**src/hw/rtl/ctsr_pkg.sv**
```systemverilog
// ----------------------------------------------------------------------------
// ctsr_pkg
// Shared types and codes for the CAN transport segment reassembler.
// ----------------------------------------------------------------------------
package ctsr_pkg;

   // Sizes
   localparam int BUFFER_BYTES_DEF = 512;
   localparam int BYTE_W           = 8;
   localparam int LEN_W            = 10;
   localparam int CSR_IDX_W        = 2;
   localparam int ID_W             = 11;

   // Register indexes on the csr port
   localparam logic [CSR_IDX_W-1:0] CSR_START_ID = 2'd0;
   localparam logic [CSR_IDX_W-1:0] CSR_END_ID   = 2'd1;
   localparam logic [CSR_IDX_W-1:0] CSR_DATA_ID  = 2'd2;

   // Identifier reset values
   localparam logic [ID_W-1:0] START_ID_RST = 11'd256;
   localparam logic [ID_W-1:0] END_ID_RST   = 11'd257;
   localparam logic [ID_W-1:0] DATA_ID_RST  = 11'd258;

   // Result codes
   localparam logic [2:0] RC_OK            = 3'd0;
   localparam logic [2:0] RC_NOT_RECEIVING = 3'd1;
   localparam logic [2:0] RC_SEQ_ERR       = 3'd2;
   localparam logic [2:0] RC_MALFORMED     = 3'd3;
   localparam logic [2:0] RC_BAD_LENGTH    = 3'd4;
   localparam logic [2:0] RC_PENDING       = 3'd5;

   // Message kinds
   localparam logic [1:0] KIND_START = 2'd0;
   localparam logic [1:0] KIND_END   = 2'd1;
   localparam logic [1:0] KIND_DATA  = 2'd2;

   // Frame markers and protocol control nibbles
   localparam logic [7:0] START_MARK  = 8'hEE;
   localparam logic [7:0] END_MARK    = 8'hFF;
   localparam logic [3:0] PCI_SINGLE  = 4'd0;
   localparam logic [3:0] PCI_FIRST   = 4'd1;
   localparam logic [3:0] PCI_CONSEC  = 4'd2;

   // Byte counts
   localparam logic [2:0] FF_STORE_BYTES = 3'd6;
   localparam logic [2:0] CF_MAX_BYTES   = 3'd7;
   localparam logic [2:0] FF_FIRST_BYTE  = 3'd2;
   localparam logic [2:0] CF_FIRST_BYTE  = 3'd1;
   localparam logic [3:0] MIN_HDR_DLC    = 4'd5;
   localparam logic [3:0] MAX_DLC        = 4'd8;
   localparam logic [LEN_W-1:0] SEQ_BYTES = 10'd2;

   typedef struct packed {
      logic [ID_W-1:0] start_fid;
      logic [ID_W-1:0] end_id;
      logic [ID_W-1:0] data_id;
   } ids_type;

   typedef struct packed {
      logic            is_standard_id;
      logic            is_data_frame;
      logic [ID_W-1:0] frame_id;
      logic [3:0]      length_code;
      logic [7:0][7:0] data;
   } frm_type;

   typedef struct packed {
      logic             receiving;
      logic [3:0]       next_sn;
      logic [LEN_W-1:0] total;
      logic [LEN_W-1:0] copied;
   } st_type;

   typedef struct packed {
      logic [2:0]  code;
      logic        valid;
      logic [1:0]  kind;
      logic [31:0] header;
      logic [15:0] seq;
      logic [8:0]  plen;
      logic [63:0] chunk;
   } item_type;

   typedef struct packed {
      logic             store;
      item_type         item;
      st_type           nxt;
      logic [LEN_W-1:0] wr_base;
      logic [2:0]       wr_first;
      logic [2:0]       wr_count;
      logic             wr_emit;
   } dec_type;

endpackage

```
**src/hw/rtl/ctsr_ram.sv**
```systemverilog
// ----------------------------------------------------------------------------
// ctsr_ram
// Generic single-port-write, single-port-read RAM with registered read data.
// ----------------------------------------------------------------------------
module ctsr_ram #(
   parameter int WIDTH = ctsr_pkg::BYTE_W,
   parameter int DEPTH = ctsr_pkg::BUFFER_BYTES_DEF
) (
   input  logic                     clock,
   input  logic                     wr_en,
   input  logic [$clog2(DEPTH)-1:0] wr_addr,
   input  logic [WIDTH-1:0]         wr_data,
   input  logic                     rd_en,
   input  logic [$clog2(DEPTH)-1:0] rd_addr,
   output logic [WIDTH-1:0]         rd_data
);

   logic [WIDTH-1:0] mem_ff [DEPTH];
   logic [WIDTH-1:0] rd_data_ff;

   // Write port
   always_ff @(posedge clock) begin
      if (wr_en) begin
         mem_ff[wr_addr] <= wr_data;
      end
   end

   // Registered read port
   always_ff @(posedge clock) begin
      if (rd_en) begin
         rd_data_ff <= mem_ff[rd_addr];
      end
   end

   assign rd_data = rd_data_ff;

endmodule

```
**config.mk**
```make
export PLATFORM = sky130hd
export DESIGN_NAME = ctsr_ram
export DESIGN_NICKNAME = d
export VERILOG_FILES = /design/src/hw/rtl/ctsr_pkg.sv /design/src/hw/rtl/ctsr_ram.sv
export SDC_FILE = /design/constraint.sdc
export NUM_CORES = 2
export LEC_CHECK = 0
export BUFFER_PORTS_ARGS = -buffer_cell sky130_fd_sc_hd__buf_2
export CORE_MARGIN = 10
export CORE_UTILIZATION = 45
export DETAILED_ROUTE_END_ITERATION = 6
export SKIP_CTS_REPAIR_TIMING = 1
export SYNTH_ARGS = -nofsm -noshare
export SYNTH_HDL_FRONTEND = slang
export SYNTH_SLANG_ARGS = --single-unit
```
**constraint.sdc**
```tcl
create_clock -name clock -period 3.2 [get_ports clock]
set_input_delay 0.32 -clock clock [delete_from_list [all_inputs] [get_ports clock]]
set_output_delay 0.32 -clock clock [all_outputs]
set_load 0.03 [all_outputs]
```
==> results.toml <==
[status]
status = "completed"

[routing]
wl_per_cell_um = 30.6
drtIter0Drc = 10100
finalWirelength_mm = 435
antenna_left = 0
via_count = 84900
vias_per_cell = 5.99
drc = 0
drt_pass1_iterations = 6

[cts]
cts_root_buffer = "clkbuf_16"
worstSkewPairLatency_ns = 0.98
cts_tree = "yes"
clkTransAtPathRegs_ns = 0.07
h-tree-depth = 5
cts-buffers-inserted = 405
clock_path_buffers = 4
cts_sinks = 4104

[worst_setup_path]
slowest_stage = "nor4_1"
cp.arrival_ns = 3.99
reg2reg_depth = 9
cp_slowest_stage_delay_ns = 0.74
worstPathCellList = "mux2i_1, o221ai_1, a21oi_1, buf_4, nor4_1, buf_4, nand4_1, nor4_2, o2111a_1"
path_class = "reg -> reg"
cp-start-kind = "flop"
crit_cells = 9
required_ns = 4.06
cp_max_fo = 2
crit_path_frequent_cell = "buf_4"
critical-path-top-delay-family = "simple AND/OR/NAND/NOR gates"
crit_buf_inv = 2
ff2ff_setup_slack_ns = 0.07
crit_path_end_kind = "flop"

[finish]
stdcell_count = 14200
final_cell_mix = "edfxtp_1 (4104), buf_4 (984), mux2i_1 (797), mux4_2 (654), nor2_1 (595)"
area_delta_synth_final_pct = 17.3
fill_cells = 27400
layout-drive-gt1-share_pct = 26.1
fin_nets = 9146
design_area_um2 = 188000
final_common_cell = "edfxtp_1"

[placed_design]
place_ws_ns = -0.793
place_area_um2 = 174000
placedCellCount = 13400
port_buffers = 36
hpwl_mm = 280
gp_congestion = 0.907

[synth]
synthArstFlopShare_pct = 0
ys_warn_count = 0
synth-edff-count = 4104
ys_types = 50
syn_inst = 8030
syn_nets = 8059
synth.avg_cell_area_um2 = 19.9
yosysSeqAreaShare_pct = 77.0
synth_area_um2 = 160000
synth-seq-cells = 4104
synth_flop_cell = "edfxtp_1"

[pwr]
clkPwrFrac_pct = 42.3
seqPwrFrac_pct = 52.2
p_sw_share_pct = 21.2
pwr-share-comb_pct = 5.4
netSwitchingPower_mw = 24.1
power.internal_mw = 89.4
peakVddDrop_v = 0.000439
powerDensity_nw_per_um2 = 605
finalPower_mw = 113
total_leakage_power_nw = 61.5

[floorplan]
initial_core_util_pct = 45.3
rows = 218
die_x_um = 616
ioPinCount = 37
dieHeight_um = 616
die_area_um2 = 380000
core_area_um2 = 353000

[global_route]
grt_max_degree = 146
grt_pass1_wl_mm = 619
grt_antenna_before_repair = 14
first_global_vias = 84600
grtUsageTotal_pct = 22.2
overflow = 0
met2_usage_pct = 35.8
met3_usage_pct = 3.86
grtUsageMet1_pct = 31.2
busiest_layer = "met2"

[sta]
setup_viol = 0
worstMarginPinSlew_ns = 1.25
max_freq_mhz = 320
slew_headroom_pct = 16.1
rsz0062_at_grt = "false"
fin_crit_ns = 3.13
final_max_slew_viol_count = 0
post-route-period-util_pct = 97.8
skew_ns = 0.0570
hold_viol = 0
worst_slack_ns = 0.0711

[run]
maxCapViolCount = 0

[worst_hold_path]
hold_depth = 4
hp-class = "in -> reg"
==> final timing paths <==
check | end | startpoint
max reg2reg | rd_data[2] | mem_ff[283][2]
min | mem_ff[287][4] | wr_addr[1]
min reg2reg | rd_data[2] | mem_ff[154][2]
max | rd_data[2] | mem_ff[283][2]
==> metal layers <==
layer  wire [µm]  up-vias
li1            -    35600
met1      176000    44800
met2      208000     3793
met3       36500      644
met4       14000       14
met5          87        -
==> power by group through the flow <==
| stage | Clock, mW | Combinational (mW) | Sequential [mW] |
|---|---|---|---|
| after CTS | 48.7 | 6.16 | 59.2 |
| after floorplan | 0 | 2.82 | 60.4 |
| after detailed placement | 0 | 6.14 | 60.4 |
| final | 48.0 | 6.17 | 59.2 |
| after global placement | 0 | 6.06 | 60.4 |
| after global routing | 50.7 | 6.44 | 59.2 |
==> cells by family (layout without fill, tap and decap cells) <==
| kind of cell | Yosys count | after routing | share of synthesized area, % |
|---|---|---|---|
| other | 0 | 8 | 0 |
| muxes | 1451 | 1451 | 14.2 |
| AOI/OAI and AO/OA | 979 | 979 | 4.31 |
| buffers and inverters | 516 | 1930 | 1.85 |
| DFF | 4104 | 4104 | 77.0 |
| and+or+nand+nor | 980 | 980 | 2.63 |
==> sequential cells by signal, indices dropped and copies added (netlist names) <==
signal	count
mem_ff	4096
rd_data	8
==> cell usage after synthesis (2+ instances only) <==
| master | number | area share, % |
|---|---|---|
| edfxtp_1 | 4104 | 77 |
| mux2i_1 | 797 | 5.0 |
| mux4_2 | 654 | 9.2 |
| nor2_1 | 597 | 1.4 |
| o221ai_1 | 371 | 2.0 |
| clkbuf_1 | 265 | 0.62 |
| a21oi_1 | 194 | 0.61 |
| o22ai_1 | 163 | 0.64 |
| o21ai_0 | 118 | 0.37 |
| nand2_1 | 111 | 0.26 |
| nor3_1 | 109 | 0.34 |
| buf_4 | 70 | 0.33 |
| buf_6 | 64 | 0.45 |
| a22oi_1 | 61 | 0.29 |
| buf_2 | 57 | 0.18 |
| buf_1 | 41 | 0.096 |
| nand3_1 | 36 | 0.11 |
| nor4_1 | 36 | 0.14 |
| nand4_1 | 32 | 0.13 |
| and2_1 | 20 | 0.078 |
| a211oi_1 | 17 | 0.080 |
| o31ai_1 | 13 | 0.061 |
| buf_8 | 11 | 0.10 |
| nor3b_1 | 8 | 0.038 |
| o2111a_1 | 8 | 0.056 |
| o41ai_1 | 7 | 0.038 |
| nor2b_1 | 6 | 0.023 |
| or3_1 | 6 | 0.023 |
| a22o_1 | 5 | 0.027 |
| buf_12 | 5 | 0.063 |
| o311ai_0 | 5 | 0.027 |
| and3_1 | 4 | 0.016 |
| and3b_1 | 4 | 0.022 |
| nand2b_1 | 4 | 0.016 |
| or2_2 | 4 | 0.016 |
| a2111oi_0 | 3 | 0.016 |
| o22a_1 | 3 | 0.016 |
| a211o_1 | 2 | 0.011 |
| a31oi_1 | 2 | 0.0078 |
| inv_1 | 2 | 0.0047 |
| o211ai_1 | 2 | 0.0094 |
==> metrics by stage <==
step | hold WS, ns | TNS (ns) | util (%)
after floorplan | 0.419 | 0 | -
after global placement | 0.723 | -4.68 | 49.3
after detailed placement | 0.723 | -4.06 | 49.3
after CTS | -0.284 | -0.0425 | 53.0
after global routing | 0.202 | 0 | 53.1
final | 0.211 | 0 | 53.1
==> worst min-delay path: cells and delay by family <==
family                 cells  cell delay (ns)
buffers and inverters      2             0.37
and+or+nand+nor            2             0.30
==> layout make-up <==
type                    instances  area (µm²)  share of cell area [%]
flip-flops and latches       4104      123000                    65.7
multi-input cells            3410       34000                    18.1
repair buffers               1193       11100                    5.90
clock buffers                 474       10600                    5.65
well taps                    4730        5920                    3.15
clock inverters               260        2730                    1.45
diodes                          8        20.0                  0.0107
inverters                       3        18.8                  0.0100
Power figures use the tool's default switching activity.
