`src/hw/rtl/ctsr_pkg.sv`:
```
// ----------------------------------------------------------------------------
// ctsr_pkg
// Shared types and codes for the CAN transport segment reassembler.
// ----------------------------------------------------------------------------
package ctsr_pkg;

   // Sizes
   localparam int BUFFER_BYTES_DEF = 512;
   localparam int BYTE_W           = 8;
   localparam int LEN_W            = 10;
   localparam int CSR_IDX_W        = 2;
   localparam int ID_W             = 11;

   // Register indexes on the csr port
   localparam logic [CSR_IDX_W-1:0] CSR_START_ID = 2'd0;
   localparam logic [CSR_IDX_W-1:0] CSR_END_ID   = 2'd1;
   localparam logic [CSR_IDX_W-1:0] CSR_DATA_ID  = 2'd2;

   // Identifier reset values
   localparam logic [ID_W-1:0] START_ID_RST = 11'd256;
   localparam logic [ID_W-1:0] END_ID_RST   = 11'd257;
   localparam logic [ID_W-1:0] DATA_ID_RST  = 11'd258;

   // Result codes
   localparam logic [2:0] RC_OK            = 3'd0;
   localparam logic [2:0] RC_NOT_RECEIVING = 3'd1;
   localparam logic [2:0] RC_SEQ_ERR       = 3'd2;
   localparam logic [2:0] RC_MALFORMED     = 3'd3;
   localparam logic [2:0] RC_BAD_LENGTH    = 3'd4;
   localparam logic [2:0] RC_PENDING       = 3'd5;

   // Message kinds
   localparam logic [1:0] KIND_START = 2'd0;
   localparam logic [1:0] KIND_END   = 2'd1;
   localparam logic [1:0] KIND_DATA  = 2'd2;

   // Frame markers and protocol control nibbles
   localparam logic [7:0] START_MARK  = 8'hEE;
   localparam logic [7:0] END_MARK    = 8'hFF;
   localparam logic [3:0] PCI_SINGLE  = 4'd0;
   localparam logic [3:0] PCI_FIRST   = 4'd1;
   localparam logic [3:0] PCI_CONSEC  = 4'd2;

   // Byte counts
   localparam logic [2:0] FF_STORE_BYTES = 3'd6;
   localparam logic [2:0] CF_MAX_BYTES   = 3'd7;
   localparam logic [2:0] FF_FIRST_BYTE  = 3'd2;
   localparam logic [2:0] CF_FIRST_BYTE  = 3'd1;
   localparam logic [3:0] MIN_HDR_DLC    = 4'd5;
   localparam logic [3:0] MAX_DLC        = 4'd8;
   localparam logic [LEN_W-1:0] SEQ_BYTES = 10'd2;

   typedef struct packed {
      logic [ID_W-1:0] start_fid;
      logic [ID_W-1:0] end_id;
      logic [ID_W-1:0] data_id;
   } ids_type;

   typedef struct packed {
      logic            is_standard_id;
      logic            is_data_frame;
      logic [ID_W-1:0] frame_id;
      logic [3:0]      length_code;
      logic [7:0][7:0] data;
   } frm_type;

   typedef struct packed {
      logic             receiving;
      logic [3:0]       next_sn;
      logic [LEN_W-1:0] total;
      logic [LEN_W-1:0] copied;
   } st_type;

   typedef struct packed {
      logic [2:0]  code;
      logic        valid;
      logic [1:0]  kind;
      logic [31:0] header;
      logic [15:0] seq;
      logic [8:0]  plen;
      logic [63:0] chunk;
   } item_type;

   typedef struct packed {
      logic             store;
      item_type         item;
      st_type           nxt;
      logic [LEN_W-1:0] wr_base;
      logic [2:0]       wr_first;
      logic [2:0]       wr_count;
      logic             wr_emit;
   } dec_type;

endpackage

```
`src/hw/rtl/ctsr_seq.sv`:
```
// ----------------------------------------------------------------------------
// ctsr_seq
// Request sequencer: latches a frame, applies the decision, writes frame
// bytes to the buffer one a cycle and reads the message back into chunks.
// ----------------------------------------------------------------------------
module ctsr_seq #(
   parameter int BUFFER_BYTES = ctsr_pkg::BUFFER_BYTES_DEF
) (
   input  logic                            clock,
   input  logic                            reset,
   input  logic                            req_valid,
   output logic                            req_ready,
   input  ctsr_pkg::frm_type               req_frame,
   output ctsr_pkg::frm_type               frm,
   output ctsr_pkg::st_type                st,
   input  ctsr_pkg::dec_type               dec,
   output logic                            ram_wr_en,
   output logic [$clog2(BUFFER_BYTES)-1:0] ram_wr_addr,
   output logic [7:0]                      ram_wr_data,
   output logic                            ram_rd_en,
   output logic [$clog2(BUFFER_BYTES)-1:0] ram_rd_addr,
   input  logic [7:0]                      ram_rd_data,
   output logic                            rsp_valid,
   input  logic                            rsp_ready,
   output ctsr_pkg::item_type              rsp_item,
   output logic                            rsp_last
);
   import ctsr_pkg::*;

   localparam int ADDR_W = $clog2(BUFFER_BYTES);

   localparam logic [3:0] S_IDLE      = 4'd0;
   localparam logic [3:0] S_DECODE    = 4'd1;
   localparam logic [3:0] S_WRITE     = 4'd2;
   localparam logic [3:0] S_SEQ_HI    = 4'd3;
   localparam logic [3:0] S_SEQ_LO    = 4'd4;
   localparam logic [3:0] S_SEQ_CAP   = 4'd5;
   localparam logic [3:0] S_CHUNK     = 4'd6;
   localparam logic [3:0] S_CHUNK_END = 4'd7;
   localparam logic [3:0] S_OUT       = 4'd8;

   logic [3:0]       state_ff, state_in;
   frm_type          frm_ff, frm_in;
   st_type           st_ff, st_in;
   logic [LEN_W-1:0] wr_ptr_ff, wr_ptr_in;
   logic [2:0]       wr_src_ff, wr_src_in;
   logic [2:0]       wr_left_ff, wr_left_in;
   logic             wr_emit_ff, wr_emit_in;
   logic [8:0]       pos_ff, pos_in;
   logic [2:0]       lane_ff, lane_in;
   logic             rd_pend_ff, rd_pend_in;
   logic [2:0]       rd_lane_ff, rd_lane_in;
   logic             rsp_valid_ff, rsp_valid_in;
   item_type         rsp_item_ff, rsp_item_in;
   logic             rsp_last_ff, rsp_last_in;

   logic             req_fire;
   logic             rsp_fire;
   logic             out_free;
   logic [LEN_W-1:0] rd_idx;

   assign req_ready = (state_ff == S_IDLE) || ((state_ff == S_OUT) && rsp_last_ff);
   assign req_fire  = req_valid && req_ready;
   assign rsp_fire  = rsp_valid_ff && rsp_ready;
   assign out_free  = !rsp_valid_ff || rsp_ready;
   assign rd_idx    = {1'b0, pos_ff} + SEQ_BYTES;

   assign frm         = frm_ff;
   assign st          = st_ff;
   assign ram_wr_addr = wr_ptr_ff[ADDR_W-1:0];
   assign ram_wr_data = frm_ff.data[wr_src_ff];
   assign rsp_valid   = rsp_valid_ff;
   assign rsp_item    = rsp_item_ff;
   assign rsp_last    = rsp_last_ff;

   always_comb begin
      state_in     = state_ff;
      frm_in       = frm_ff;
      st_in        = st_ff;
      wr_ptr_in    = wr_ptr_ff;
      wr_src_in    = wr_src_ff;
      wr_left_in   = wr_left_ff;
      wr_emit_in   = wr_emit_ff;
      pos_in       = pos_ff;
      lane_in      = lane_ff;
      rd_pend_in   = 1'b0;
      rd_lane_in   = lane_ff;
      rsp_valid_in = rsp_valid_ff && !rsp_ready;
      rsp_item_in  = rsp_item_ff;
      rsp_last_in  = rsp_last_ff;
      ram_wr_en    = 1'b0;
      ram_rd_en    = 1'b0;
      ram_rd_addr  = '0;

      // Drop the byte read last cycle into its chunk lane
      if (rd_pend_ff) begin
         rsp_item_in.chunk[{rd_lane_ff, 3'b000} +: 8] = ram_rd_data;
      end

      case (state_ff)
         S_IDLE: begin
            if (req_fire) begin
               frm_in   = req_frame;
               state_in = S_DECODE;
            end
         end
         S_DECODE: begin
            // Hold until the result register is free
            if (out_free) begin
               st_in       = dec.nxt;
               rsp_item_in = dec.item;
               if (dec.store) begin
                  wr_ptr_in  = dec.wr_base;
                  wr_src_in  = dec.wr_first;
                  wr_left_in = dec.wr_count;
                  wr_emit_in = dec.wr_emit;
                  state_in   = S_WRITE;
               end else begin
                  rsp_valid_in = 1'b1;
                  rsp_last_in  = 1'b1;
                  state_in     = S_OUT;
               end
            end
         end
         S_WRITE: begin
            ram_wr_en = (wr_left_ff != 3'd0);
            wr_ptr_in = wr_ptr_ff + LEN_W'(1);
            wr_src_in = wr_src_ff + 3'd1;
            if (wr_left_ff != 3'd0) begin
               wr_left_in = wr_left_ff - 3'd1;
            end
            if (wr_left_ff <= 3'd1) begin
               if (wr_emit_ff) begin
                  state_in = S_SEQ_HI;
               end else begin
                  rsp_valid_in = 1'b1;
                  rsp_last_in  = 1'b1;
                  state_in     = S_OUT;
               end
            end
         end
         S_SEQ_HI: begin
            ram_rd_en   = 1'b1;
            ram_rd_addr = '0;
            state_in    = S_SEQ_LO;
         end
         S_SEQ_LO: begin
            ram_rd_en              = 1'b1;
            ram_rd_addr            = ADDR_W'(1);
            rsp_item_in.seq[15:8]  = ram_rd_data;
            state_in               = S_SEQ_CAP;
         end
         S_SEQ_CAP: begin
            rsp_item_in.seq[7:0] = ram_rd_data;
            pos_in               = '0;
            lane_in              = '0;
            state_in             = S_CHUNK;
         end
         S_CHUNK: begin
            // Issue one payload byte read per cycle
            ram_rd_en   = 1'b1;
            ram_rd_addr = rd_idx[ADDR_W-1:0];
            rd_pend_in  = 1'b1;
            rd_lane_in  = lane_ff;
            pos_in      = pos_ff + 9'd1;
            lane_in     = lane_ff + 3'd1;
            if ((lane_ff == 3'd7) || ((pos_ff + 9'd1) == rsp_item_ff.plen)) begin
               state_in = S_CHUNK_END;
            end
         end
         S_CHUNK_END: begin
            rsp_valid_in = 1'b1;
            rsp_last_in  = (pos_ff == rsp_item_ff.plen);
            state_in     = S_OUT;
         end
         S_OUT: begin
            if (req_fire) begin
               frm_in   = req_frame;
               state_in = S_DECODE;
            end else if (rsp_fire) begin
               if (rsp_last_ff) begin
                  state_in = S_IDLE;
               end else begin
                  rsp_item_in.chunk = '0;
                  lane_in           = '0;
                  state_in          = S_CHUNK;
               end
            end
         end
         default: begin
            state_in = S_IDLE;
         end
      endcase
   end

   // Control state
   always_ff @(posedge clock) begin
      if (reset) begin
         state_ff     <= S_IDLE;
         st_ff        <= '0;
         rd_pend_ff   <= 1'b0;
         rsp_valid_ff <= 1'b0;
      end else begin
         state_ff     <= state_in;
         st_ff        <= st_in;
         rd_pend_ff   <= rd_pend_in;
         rsp_valid_ff <= rsp_valid_in;
      end
   end

   // Payload and pointers
   always_ff @(posedge clock) begin
      frm_ff      <= frm_in;
      wr_ptr_ff   <= wr_ptr_in;
      wr_src_ff   <= wr_src_in;
      wr_left_ff  <= wr_left_in;
      wr_emit_ff  <= wr_emit_in;
      pos_ff      <= pos_in;
      lane_ff     <= lane_in;
      rd_lane_ff  <= rd_lane_in;
      rsp_item_ff <= rsp_item_in;
      rsp_last_ff <= rsp_last_in;
   end

endmodule

```
`config.mk`:
```
export PLATFORM = sky130hd
export DESIGN_NAME = ctsr_seq
export DESIGN_NICKNAME = d
export VERILOG_FILES = /design/src/hw/rtl/ctsr_pkg.sv /design/src/hw/rtl/ctsr_seq.sv
export SDC_FILE = /design/constraint.sdc
export NUM_CORES = 1
export LEC_CHECK = 0
export BUFFER_PORTS_ARGS = -buffer_cell sky130_fd_sc_hd__buf_2
export CAP_MARGIN = 10
export CORE_AREA = 5 5 202 204
export CTS_CLUSTER_SIZE = 20
export DETAILED_ROUTE_END_ITERATION = 7
export DIE_AREA = 0 0 207 209
export SETUP_SLACK_MARGIN = 0.05
export SLEW_MARGIN = 5
export SYNTH_ARGS = -nofsm -noshare
export SYNTH_HDL_FRONTEND = slang
export SYNTH_SLANG_ARGS = --single-unit
```
`constraint.sdc`:
```
create_clock -name clock -period 4.51 [get_ports clock]
set_clock_uncertainty 0.05 [all_clocks]
set_input_delay 0.451 -clock clock [delete_from_list [all_inputs] [get_ports clock]]
set_output_delay 0.451 -clock clock [all_outputs]
set_load 0.005 [all_outputs]
```
==> impl_metrics.toml <==
[global_route]
gr-total-overflow = 0
met1_usage_pct = 21.3
top_usage_layer = "met2"
use_met3_pct = 4.65
grt_pass1_wl_um = 60400
grt_pass1_vias = 10100
grtUsageMet2_pct = 30.2
grt_usage_pct = 17.5
grt_antenna_before_repair = 8
grt_max_degree = 83

[timing]
rsz0062_at_grt = "no"
slew_violations = 0
tightest_slew_ps = 1130
finalSetupViolCount = 0
slew_headroom_pct = 24.5
finalHoldViolCount = 0
fmaxAchievable_mhz = 303
setup_tns_ps = 0
period_share_pct = 73.1
post-route-min-period_ps = 3300

[layout]
final-instance-count-excl-fill = 2137
mostFrequentLayoutCells = "525 x buf_2, 178 x nand2_1, 173 x edfxtp_1"
syn_to_final_growth_pct = 50.3
nNetsFinal = 1859
filler_cell_count = 3739
drive_gt1_share_pct = 38.2
multi_input_area_um2 = 3710
layout_commonest_cell = "buf_2"
regArea_um2 = 7160

[drt]
drtAntennaViolNets = 0
initialDrtViolationCount = 590
vias = 9705
via_per_inst = 4.54
wl_per_cell_um = 18.8
drc_errors = 0
routed_wl_um = 40200
detail_route.first_pass.iterations = 5

[floorplanning]
die_area_um2 = 43300
dieHeight_um = 209
io_pins = 527
core_um2 = 39100
initial_utilization_pct = 28.6
die_x_um = 207
rows = 73

[critical_path]
critPathMaxStageDelay_ps = 1000
end_kind = "output pin"
worstPathRequired_ps = 4010
worstPathArrival_ps = 2800
path_cells = "buf_4, mux4_2, mux2_2, buf_2"
crit_path_top_delay_cell = "edfxtp_1"
critical-path-top-delay-family = "flip-flops"
path_buf_inv = 2
startpoint_type = "flip-flop"
path_max_fanout = 15
worst-setup-path-type = "reg -> out"

[yosys]
ys_seq_elements = 271
synth_edf_count = 173
syn_area_um2 = 11200
ys_warn_count = 0
yosysSeqAreaShare_pct = 64.1
syn_inst = 924
yosysUniqueCellTypes = 52
ys.flop_type = "edfxtp_1"
postSynthAreaPerCell_um2 = 12.1
syn_nets = 1198
synth-async-reset-ratio_pct = 0

[placement]
io_buffer_count = 525
placed_cells = 1926
place.gp.congestion = 0.884
dp_hpwl_um = 28900

[clock_tree]
cts_buffers = 31
cts_resized = 0
cts_tree = "done"
path_clk_slew_ps = 60
htree_levels = 1
insertion_delay_ps = 580
clock_path_buffers = 3
clock-sinks = 271
cts-root-buf = "clkbuf_16"

[pwr]
p_per_area_nw_per_um2 = 511
p_leak_nw = 7.31
ir_worst_vdd_uv = 339

[min_path]
hold_class = "in -> reg"

[outcome]
outcome = "complete, no violations"

[job]
cap_violations = 0
-- registers in the layout (all words and copies together), names as in the netlist, 4 cells and up --
| name | count |
|---|---|
| frm | 81 |
| pos_ff | 9 |
| rsp_item | 127 |
| st | 25 |
| state_ff | 4 |
| wr_ptr_ff | 9 |
-- cells by family after synthesis --
family,count (synthesis),share of synthesized area (%)
and+or+nand+nor,308,12.7
DFF,271,64.1
AOI/OAI and AO/OA,149,7.24
muxes,81,9.16
buffers and inverters,68,2.72
xor gates and xnor gates,35,2.75
adders and majority gates,12,1.32
-- report_power, final --
part | internal (mW) | switching [mW] | total, mW
clock network | 1.38 | 1.03 | 2.41
logic | 1.08 | 1.30 | 2.38
registers | 3.41 | 0.371 | 3.78
total | 5.87 | 2.71 | 8.58
-- worst register-to-register path, stage by stage (launching register included) --
cell	delay, ps
dfxtp_1	600
inv_2	80
ha_1	240
ha_1	350
nor3b_2	410
nor3b_2	790
mux2i_1	290
o21ai_1	80
-- cell usage after synthesis, types with 4 or more instances --
cell type,n,area [um2]
o21ai_1,76,380
xor2_1,20,175
a21oi_1,42,210
edfxtp_1,173,5190
nand3_1,24,120
mux4_2,16,360
nand2b_1,7,43.8
ha_1,11,138
mux2_2,9,101
and3_1,15,93.8
inv_1,8,30.0
nand2_1,178,668
buf_4,4,30.0
buf_2,27,135
mux2i_1,56,561
clkbuf_1,25,93.8
o21ai_0,12,60.1
dfxtp_1,98,1960
nor2_1,37,139
a31oi_1,5,31.3
xnor2_1,15,131
nor2b_1,11,68.8
nor3_1,6,30.0
and2_1,4,25.0
or3_1,5,31.3
nand4_1,5,31.3
-- worst paths after layout --
check	startpoint	endpoint	slack (ps)	cells past startpoint
hold / removal	req_frame[76]	frm[76]	40	1
setup reg to reg	rd_lane_ff[0]	rsp_item[50]	1490	7
hold reg to reg	lane_ff[1]	rd_lane_ff[1]	360	0
setup / recovery	wr_src_ff[0]	ram_wr_data[0]	1210	4
-- routing by layer --
layer / vias to the layer above / wire, um
met5: - / 41
met4: 6 / 1190
met3: 65 / 2810
met2: 396 / 19800
met1: 4609 / 16300
li1: 4629 / -
-- cell type report --
class | instances | share of cell area, %
flip-flops and latches | 271 | 42.7
repair buffers | 686 | 25.3
multi-input cells | 585 | 22.1
clock buffers | 39 | 4.80
well taps | 525 | 3.92
clock inverters | 17 | 0.947
inverters | 10 | 0.239
diodes | 4 | 0.0597
-- timing repair --
action / CTS / global route
hold buffers: 151 / 0
buffers inserted: 0 / 0
endpoints found under the hold margin: 151 / 0
-- stage by stage --
step / util, % / setup WS (ps) / area (um2) / power (mW) / hold WS (ps)
after detailed placement: 36.6 / 1460 / 14300 / 6.11 / 354
after global routing: 42.9 / 1020 / 16800 / 9.07 / 1.87
final: 42.9 / 1210 / 16800 / 8.58 / 35.1
after floorplan: - / 1000 / 11200 / 4.93 / 302
after CTS: 42.9 / 1120 / 16800 / 8.67 / 0.452
after global placement: 36.6 / 1490 / 14300 / 6.06 / 353
Note: power is estimated with default switching activity, not from simulation.
