**src/hw/rtl/ctsr_pkg.sv**
```systemverilog
// ----------------------------------------------------------------------------
// ctsr_pkg
// Shared types and codes for the CAN transport segment reassembler.
// ----------------------------------------------------------------------------
package ctsr_pkg;

   // Sizes
   localparam int BUFFER_BYTES_DEF = 512;
   localparam int BYTE_W           = 8;
   localparam int LEN_W            = 10;
   localparam int CSR_IDX_W        = 2;
   localparam int ID_W             = 11;

   // Register indexes on the csr port
   localparam logic [CSR_IDX_W-1:0] CSR_START_ID = 2'd0;
   localparam logic [CSR_IDX_W-1:0] CSR_END_ID   = 2'd1;
   localparam logic [CSR_IDX_W-1:0] CSR_DATA_ID  = 2'd2;

   // Identifier reset values
   localparam logic [ID_W-1:0] START_ID_RST = 11'd256;
   localparam logic [ID_W-1:0] END_ID_RST   = 11'd257;
   localparam logic [ID_W-1:0] DATA_ID_RST  = 11'd258;

   // Result codes
   localparam logic [2:0] RC_OK            = 3'd0;
   localparam logic [2:0] RC_NOT_RECEIVING = 3'd1;
   localparam logic [2:0] RC_SEQ_ERR       = 3'd2;
   localparam logic [2:0] RC_MALFORMED     = 3'd3;
   localparam logic [2:0] RC_BAD_LENGTH    = 3'd4;
   localparam logic [2:0] RC_PENDING       = 3'd5;

   // Message kinds
   localparam logic [1:0] KIND_START = 2'd0;
   localparam logic [1:0] KIND_END   = 2'd1;
   localparam logic [1:0] KIND_DATA  = 2'd2;

   // Frame markers and protocol control nibbles
   localparam logic [7:0] START_MARK  = 8'hEE;
   localparam logic [7:0] END_MARK    = 8'hFF;
   localparam logic [3:0] PCI_SINGLE  = 4'd0;
   localparam logic [3:0] PCI_FIRST   = 4'd1;
   localparam logic [3:0] PCI_CONSEC  = 4'd2;

   // Byte counts
   localparam logic [2:0] FF_STORE_BYTES = 3'd6;
   localparam logic [2:0] CF_MAX_BYTES   = 3'd7;
   localparam logic [2:0] FF_FIRST_BYTE  = 3'd2;
   localparam logic [2:0] CF_FIRST_BYTE  = 3'd1;
   localparam logic [3:0] MIN_HDR_DLC    = 4'd5;
   localparam logic [3:0] MAX_DLC        = 4'd8;
   localparam logic [LEN_W-1:0] SEQ_BYTES = 10'd2;

   typedef struct packed {
      logic [ID_W-1:0] start_fid;
      logic [ID_W-1:0] end_id;
      logic [ID_W-1:0] data_id;
   } ids_type;

   typedef struct packed {
      logic            is_standard_id;
      logic            is_data_frame;
      logic [ID_W-1:0] frame_id;
      logic [3:0]      length_code;
      logic [7:0][7:0] data;
   } frm_type;

   typedef struct packed {
      logic             receiving;
      logic [3:0]       next_sn;
      logic [LEN_W-1:0] total;
      logic [LEN_W-1:0] copied;
   } st_type;

   typedef struct packed {
      logic [2:0]  code;
      logic        valid;
      logic [1:0]  kind;
      logic [31:0] header;
      logic [15:0] seq;
      logic [8:0]  plen;
      logic [63:0] chunk;
   } item_type;

   typedef struct packed {
      logic             store;
      item_type         item;
      st_type           nxt;
      logic [LEN_W-1:0] wr_base;
      logic [2:0]       wr_first;
      logic [2:0]       wr_count;
      logic             wr_emit;
   } dec_type;

endpackage

```
**src/hw/rtl/ctsr_decode.sv**
```systemverilog
// ----------------------------------------------------------------------------
// ctsr_decode
// Classifies one latched frame against the transfer state and decides the
// status, the immediate result, the buffer writes and the next state.
// ----------------------------------------------------------------------------
module ctsr_decode #(
   parameter int BUFFER_BYTES = ctsr_pkg::BUFFER_BYTES_DEF
) (
   input  ctsr_pkg::frm_type frm,
   input  ctsr_pkg::st_type  st,
   input  ctsr_pkg::ids_type ids,
   output ctsr_pkg::dec_type dec
);
   import ctsr_pkg::*;

   localparam logic [11:0] BUF_LIMIT = 12'(BUFFER_BYTES);

   logic             fmt_ok;
   logic             is_start;
   logic             is_end;
   logic [3:0]       pci;
   logic [3:0]       low_nib;
   logic [2:0]       sf_plen;
   logic [11:0]      ff_len;
   logic [LEN_W-1:0] remaining;
   logic [2:0]       need;
   logic [LEN_W:0]   fill_sum;
   logic             cf_short;

   assign fmt_ok    = frm.is_standard_id && frm.is_data_frame &&
                      (frm.length_code != 4'd0) && (frm.length_code <= MAX_DLC);
   assign is_start  = (frm.frame_id == ids.start_fid);
   assign is_end    = (frm.frame_id == ids.end_id);
   assign pci       = frm.data[0][7:4];
   assign low_nib   = frm.data[0][3:0];
   assign sf_plen   = low_nib[2:0] - 3'd2;
   assign ff_len    = {low_nib, frm.data[1]};
   assign remaining = (st.total > st.copied) ? (st.total - st.copied) : '0;
   assign need      = (remaining > LEN_W'(CF_MAX_BYTES)) ? CF_MAX_BYTES : remaining[2:0];
   assign fill_sum  = {1'b0, st.copied} + {{(LEN_W - 2){1'b0}}, need};
   assign cf_short  = (frm.length_code < 4'd2) || (frm.length_code <= {1'b0, need});

   always_comb begin
      dec           = '0;
      dec.nxt       = st;
      dec.item.code = RC_MALFORMED;
      if (!fmt_ok) begin
         dec.item.code = RC_MALFORMED;
      end else if (is_start || is_end) begin
         // Start or end frame: with a good marker and length, deliver the header word and drop any transfer
         if ((frm.length_code >= MIN_HDR_DLC) &&
             (frm.data[0] == (is_start ? START_MARK : END_MARK))) begin
            dec.nxt.receiving = 1'b0;
            dec.nxt.copied    = '0;
            dec.item.code     = RC_OK;
            dec.item.valid    = 1'b1;
            dec.item.kind     = is_start ? KIND_START : KIND_END;
            dec.item.header   = {frm.data[1], frm.data[2], frm.data[3], frm.data[4]};
         end
      end else if (frm.frame_id != ids.data_id) begin
         dec.item.code = RC_MALFORMED;
      end else begin
         case (pci)
            PCI_SINGLE: begin
               if ((low_nib >= 4'd3) && (low_nib <= 4'd7) &&
                   ({1'b0, frm.length_code} >= ({1'b0, low_nib} + 5'd1))) begin
                  dec.nxt.total     = {{(LEN_W - 4){1'b0}}, low_nib};
                  dec.nxt.receiving = 1'b0;
                  dec.nxt.copied    = '0;
                  dec.item.code     = RC_OK;
                  dec.item.valid    = 1'b1;
                  dec.item.kind     = KIND_DATA;
                  dec.item.seq      = {frm.data[1], frm.data[2]};
                  dec.item.plen     = {6'd0, sf_plen};
                  for (int b = 0; b < 5; b++) begin
                     if (3'(b) < sf_plen) begin
                        dec.item.chunk[8*b +: 8] = frm.data[3+b];
                     end
                  end
               end
            end
            PCI_FIRST: begin
               dec.nxt.receiving = 1'b0;
               dec.nxt.copied    = '0;
               if (frm.length_code != MAX_DLC) begin
                  dec.item.code = RC_MALFORMED;
               end else if ((ff_len > BUF_LIMIT) || (ff_len <= 12'd6)) begin
                  dec.nxt.total = '0;
                  dec.item.code = RC_BAD_LENGTH;
               end else begin
                  // Open the transfer and store the first six bytes
                  dec.nxt.total     = ff_len[LEN_W-1:0];
                  dec.nxt.receiving = 1'b1;
                  dec.nxt.next_sn   = 4'd1;
                  dec.nxt.copied    = {{(LEN_W - 3){1'b0}}, FF_STORE_BYTES};
                  dec.store         = 1'b1;
                  dec.wr_base       = '0;
                  dec.wr_first      = FF_FIRST_BYTE;
                  dec.wr_count      = FF_STORE_BYTES;
                  dec.item.code     = RC_OK;
               end
            end
            PCI_CONSEC: begin
               if (!st.receiving) begin
                  dec.item.code = RC_NOT_RECEIVING;
               end else if (cf_short) begin
                  dec.nxt.receiving = 1'b0;
                  dec.nxt.copied    = '0;
                  dec.item.code     = RC_MALFORMED;
               end else if (low_nib != st.next_sn) begin
                  dec.nxt.receiving = 1'b0;
                  dec.nxt.copied    = '0;
                  dec.item.code     = RC_SEQ_ERR;
               end else begin
                  // Append up to seven bytes, deliver if the message is full
                  dec.nxt.next_sn = st.next_sn + 4'd1;
                  dec.store       = 1'b1;
                  dec.wr_base     = st.copied;
                  dec.wr_first    = CF_FIRST_BYTE;
                  dec.wr_count    = need;
                  if (fill_sum >= {1'b0, st.total}) begin
                     dec.nxt.receiving = 1'b0;
                     dec.nxt.copied    = '0;
                     dec.wr_emit       = 1'b1;
                     dec.item.code     = RC_OK;
                     dec.item.valid    = 1'b1;
                     dec.item.kind     = KIND_DATA;
                     dec.item.plen     = 9'(st.total - SEQ_BYTES);
                  end else begin
                     dec.nxt.copied = fill_sum[LEN_W-1:0];
                     dec.item.code  = RC_PENDING;
                  end
               end
            end
            default: begin
               dec.item.code = RC_PENDING;
            end
         endcase
      end
   end

endmodule

```
**config.mk**
```make
export PLATFORM = sky130hd
export DESIGN_NAME = ctsr_decode
export DESIGN_NICKNAME = d
export VERILOG_FILES = /design/src/hw/rtl/ctsr_pkg.sv /design/src/hw/rtl/ctsr_decode.sv
export SDC_FILE = /design/constraint.sdc
export NUM_CORES = 1
export LEC_CHECK = 0
export ABC_AREA = 1
export BUFFER_PORTS_ARGS = -buffer_cell sky130_fd_sc_hd__buf_2
export CORE_ASPECT_RATIO = 1.25
export CORE_MARGIN = 2
export CORE_UTILIZATION = 31
export DETAILED_ROUTE_END_ITERATION = 10
export GPL_ROUTABILITY_DRIVEN = 0
export PLACE_DENSITY = 0.75
export SYNTH_ARGS = -nofsm -noshare
export SYNTH_HDL_FRONTEND = slang
export SYNTH_SLANG_ARGS = --single-unit
```
**constraint.sdc**
```tcl
create_clock -name vclk -period 8.3
set_input_delay 0.83 -clock vclk [all_inputs]
set_output_delay 0.83 -clock vclk [all_outputs]
set_load 0.01 [all_outputs]
```
==> results of run 1 <==
cells in the mapped netlist, types with 2 or more instances:
cell,number
xor2_1,18
nand2_2,6
nor2_1,107
buf_2,8
nor2_4,3
nand2_1,264
a21boi_0,2
o21ai_1,7
a21oi_1,17
nand3b_1,2
nand4_1,20
buf_1,2
ha_1,40
o21ai_0,11
inv_1,131
nor2_2,3
or2_2,2
buf_4,26
o21bai_1,3
fa_1,2
nand3_1,62
clkinv_1,4
clkbuf_1,7
inv_2,5
nand2_4,2
xnor2_1,27
nor3_1,55
nor3b_2,8
worst min-delay path: stages:
cell and delay, ns:
buf_2 0.09, nand2_1 0.05, nor2_1 0.03, buf_2 0.13
path summary, 6_finish.rpt:
check | endpoint | slack (ns) | cells past startpoint
worst max-delay path | dec[20] | 1.92 | 33
worst min-delay path | dec[73] | 1.96 | 4
layer usage:
layer,up-vias,wire length (um)
met1,2786,7100
met5,-,8
met4,2,330
met3,31,1660
met2,304,9750
li1,3160,-
cell families (layout without fill, tap and decap cells):
family	after synthesis	after routing	share of synthesized area, %
AOI/OAI and AO/OA	43	43	5.34
and+or+nand+nor	540	540	54.9
xor gates and xnor gates	45	45	8.99
adders and majority gates	42	42	12.3
other	1	28	0.0855
buffers and inverters	184	425	18.4
power breakdown:
part           internal, mW  leakage (nW)  switching, mW
Clock          0.0000000484     0.0000190              0
Combinational        0.0954          3.68          0.151
Sequential                0             0              0
final cells by class:
type               instances  area (um2)
inverters                140         526
diodes                     3        7.51
repair buffers           285        1430
well taps                175         219
multi-input cells        695        3670
fillers                 1537        7960
cells in the final DEF, fill, tap and decap left out, types with 3 or more instances in the layout:
cell      Yosys  routed
buf_2         8     284
nand2_1     264     264
inv_1       131     131
nor2_1      107     107
nand3_1      62      62
nor3_1       55      55
ha_1         40      40
xnor2_1      27      27
conb_1        1      25
nand4_1      20      20
xor2_1       18      18
a21oi_1      17      17
o21ai_0      11      11
nor3b_2       8       8
o21ai_1       7       7
nand2_2       6       6
inv_2         5       5
clkinv_1      4       4
diode_2       0       3
nor2_2        3       3
o21bai_1      3       3
nor2_4        3       3
==> summary.txt, run 1 <==
Setup path
  • CP Capture Type: output pin
  • CP Max Fanout: 8
  • Crit-path max cell delay: 0.42 ns
  • Family with the most delay on the worst path: simple AND/OR/NAND/NOR gates
  • WP data required: 7.47 ns
  • Crit path launch type: primary input
  • CP bufs+invs: 5
  • Kind of critical path: primary input to output pin
  • CP arrival: 5.55 ns
  • Most Frequent Cell on Critical Path: nand2_1
  • Slowest library cell on the worst path: fa_1
  • Critical path launch point: st[10]

Place
  • DP HPWL: 16.3 mm
  • Placed inst area: 5840 um2
  • Placed cells: 1295
  • IO Port Bufs: 284
  • Place WS: 1.99 ns

CTS
  • # resized after CTS: 0
  • Setup repair bufs after CTS: 0
  • Hold buffers post-CTS: 0

Die
  • Row cnt: 48
  • Die area: 15100 um2
  • Core ar.: 13800 um2
  • Die Wd: 110 um
  • Die H: 137 um
  • IO Count: 309
  • Initial Util: 31.7%

Cells and area
  • Num sequential: 0
  • CLK BUF: 0
  • Ratio of cells with drive above 1 in the final layout: 28.3%
  • Post-Layout Cell Count: 1298
  • Synth-to-layout area growth: 33.4%
  • Post-Route Utilization: 42.3%
  • Register area: 0 um2
  • Nets: 1303
  • Design Area, Final: 5850 um2

Synthesis
  • Area share of the largest cell type after synthesis: 22.6%
  • Post-synth design cell area: 4380 um2
  • Sequential fraction of the synthesis area: 0%
  • Synthesis warning total: 0
  • Dominant cell type by area after synthesis: nand2_1
  • Synth area leaders: nand2_1 23%, ha_1 11%, inv_1 11%
  • Syn Area/Cell: 5.13 um2
  • Synthesized instance count: 855
  • Unique masters post-synth: 39

Timing
  • Slew headroom: 32.8%
  • Final Cycle Share: 76.8%
  • Final setup violation count: 0
  • RSZ-0062 raised after global routing: false
  • WHS: 1.96 ns
  • Setup ws final: 1.92 ns
  • TNS Setup: 0 ns
  • Final worst path period need: 6.38 ns
  • Worst-margin pin slew: 1.00 ns
  • Max frequency: 0.157 GHz
  • Count of final max-slew check failures: 0
  • Endpoints failing hold: 0

GRT
  • GR Util met1: 26.2%
  • Vias in the first global route: 5456
  • GR Overflow Total: 0
  • GR Util All Layers: 22.8%
  • Gr busiest metal: met2
  • Largest net degree at the start of global routing: 36
  • Initial antenna violation count: 5
  • First-pass GRT wire length: 27.1 mm
  • Met2 Usage GRT: 44.0%
  • M3 GR Usage: 3.62%

Pwr
  • Lkg Pwr: 3.68 nW
  • P per Cell Area: 42.2 nW/um2
  • Peak supply drop: 0.0000283 V
  • Power, Total: 0.247 mW

Drt
  • Post-route DRC: 0
  • DRT Wirelength: 18.8 mm
  • Pre-antenna DRT Iters: 5
  • Wire length per cell: 14.5 um
  • DRT iter0 DRCs: 462
  • Vias: 6283
  • DR vias/cell: 4.84
  • Antenna Nets Post-Route: 0

Run
  • Total of max-cap violations: 0

Outcome
  • Status: finished clean

Min path
  • Hold_sp: frm[55]
  • Min-delay worst type: primary input to output pin
(Power assumes the default switching activity.)
==> inputs of run 2 (changes only) <==
clock period = 6.51 ns   (was 8.3 ns; I/O delays follow)
==> summary.txt, run 2 (synthesis gave the netlist of run 1 again) <==
Cells and area
  • Post-Route Utilization: 42.3% (unchanged)
  • Num sequential: 0 (unchanged)
  • Nets: 1303 (unchanged)
  • Leading cell type in the layout, fill and taps excluded: buf_2
  • Register area: 0 um2 (unchanged)
  • CLK BUF: 0 (unchanged)
  • Ratio of cells with drive above 1 in the final layout: 28.3% (unchanged)
  • Commonest non-fill, non-tap cells in the layout: 284 x buf_2, 264 x nand2_1, 131 x inv_1
  • Synth-to-layout area growth: 33.4% (unchanged)

Timing
  • Final Cycle Share: 92.9%
  • Setup ws final: 0.465 ns (-1.46 ns)
  • TNS Setup: 0 ns (unchanged)
  • Endpoints failing hold: 0 (unchanged)
  • Final worst path period need: 6.04 ns
  • WHS: 1.60 ns (-0.359 ns)
  • Max frequency: 0.165 GHz
  • Worst-margin pin slew: 1.03 ns (+0.0275 ns)
  • Slew headroom: 31.0% (-1.8 points)
  • RSZ-0062 raised after global routing: false
  • Final setup violation count: 0 (unchanged)
  • Count of final max-slew check failures: 0 (unchanged)

Setup path
  • WP data required: 5.86 ns (-1.61 ns)
  • Crit-path max cell delay: 0.44 ns (+0.02 ns)
  • Most Frequent Cell on Critical Path: nand2_1
  • Slowest library cell on the worst path: fa_1
  • CP arrival: 5.39 ns (-0.16 ns)
  • Crit path launch type: primary input
  • CP Capture Type: output pin
  • CP Max Fanout: 8 (unchanged)
  • Kind of critical path: primary input to output pin

Die
  • Core ar.: 13800 um2 (unchanged)
  • IO Count: 309 (unchanged)
  • Initial Util: 31.7% (unchanged)
  • Die H: 137 um (unchanged)
  • Row cnt: 48 (unchanged)
  • Die Wd: 110 um (unchanged)
  • Die area: 15100 um2 (unchanged)

Drt
  • Vias: 6241 (-0.67%)
  • Wire length per cell: 14.3 um (-1.3%)
  • Pre-antenna DRT Iters: 5 (unchanged)
  • DRT Wirelength: 18.6 mm (-1.3%)
  • Antenna Nets Post-Route: 0 (unchanged)
  • DRT iter0 DRCs: 398 (-14%)
  • DR vias/cell: 4.81 (-0.67%)
  • Post-route DRC: 0 (unchanged)

Min path
  • Min-delay worst type: primary input to output pin
  • Hold_sp: frm[55]
  • Hold path endpoint: dec[73]
  • Hold path cells: 4 (unchanged)

GRT
  • GR Overflow Total: 0 (unchanged)
  • Largest net degree at the start of global routing: 36 (unchanged)
  • First-pass GRT wire length: 26.5 mm (-2.2%)
  • Initial antenna violation count: 5 (unchanged)
  • GR Util All Layers: 22.3% (-0.52 points)
  • Vias in the first global route: 5370 (-1.6%)

Run
  • Total of max-cap violations: 0 (unchanged)

Place
  • Place WS: 0.525 ns (-1.46 ns)
  • IO Port Bufs: 284 (unchanged)
  • DP HPWL: 16.1 mm (-1.3%)

CTS
  • # resized after CTS: 0 (unchanged)
  • Setup repair bufs after CTS: 0 (unchanged)
  • Hold buffers post-CTS: 0 (unchanged)

Pwr
  • P per Cell Area: 53.5 nW/um2 (+27%)
  • Lkg Pwr: 3.68 nW (unchanged)
  • Peak supply drop: 0.0000437 V (+54%)

Outcome
  • Status: finished clean
==> run 2: layout make-up <==
| type | instances | area [um2] |
|---|---|---|
| diodes | 3 | 7.51 |
| multi-input cells | 695 | 3670 |
| inverters | 140 | 526 |
| well taps | 175 | 219 |
| repair buffers | 285 | 1430 |
| fillers | 1552 | 7960 |
==> run 2: metal layers <==
layer,up-vias,track usage (%),wire length [um]
met4,2,3.75,306
met1,2751,25.2,6960
met2,304,43.3,9600
met3,21,3.76,1720
met5,-,0,8
li1,3163,-,-
==> run 2: per-stage QoR <==
| step | cell area (um2) | power, mW | std cells |
|---|---|---|---|
| 5_1_grt | 5840 | 0.354 | 1295 |
| 3_3_place_gp | 5840 | 0.305 | 1295 |
| 3_5_place_dp | 5840 | 0.310 | 1295 |
| 4_1_cts | 5840 | 0.311 | 1295 |
| 6_report | 5850 | 0.313 | 1298 |
| 2_1_floorplan | 4470 | 0.206 | 879 |
==> run 2: how the worst max path moves through the flow <==
stage / cells past startpoint / end / startpoint / slack [ns]
after CTS: 33 / dec[17] / st[10] / 0.52
after global routing: 33 / dec[20] / st[10] / 0.008
after detailed placement: 33 / dec[17] / st[10] / 0.53
final: 33 / dec[26] / st[10] / 0.47
after floorplan: 31 / dec[25] / st[10] / 1.36
after global placement: 33 / dec[17] / st[10] / 0.66
==> run 2: critical path: cells and delay by family <==
kind                       cells  cell delay [ns]
AOI/OAI and AO/OA              2             0.21
and+or+nand+nor               20             2.37
xor gates and xnor gates       1             0.20
buffers and inverters          5             0.50
adders and majority gates      5             1.46
==> run 2: power breakdown <==
| group | leakage (nW) | switching, mW | internal, mW | total (mW) |
|---|---|---|---|---|
| registers | 0 | 0 | 0 | 0 |
| clock network | 0.0000190 | 0 | 0.0000000617 | 0.0000000618 |
| logic | 3.68 | 0.191 | 0.122 | 0.313 |
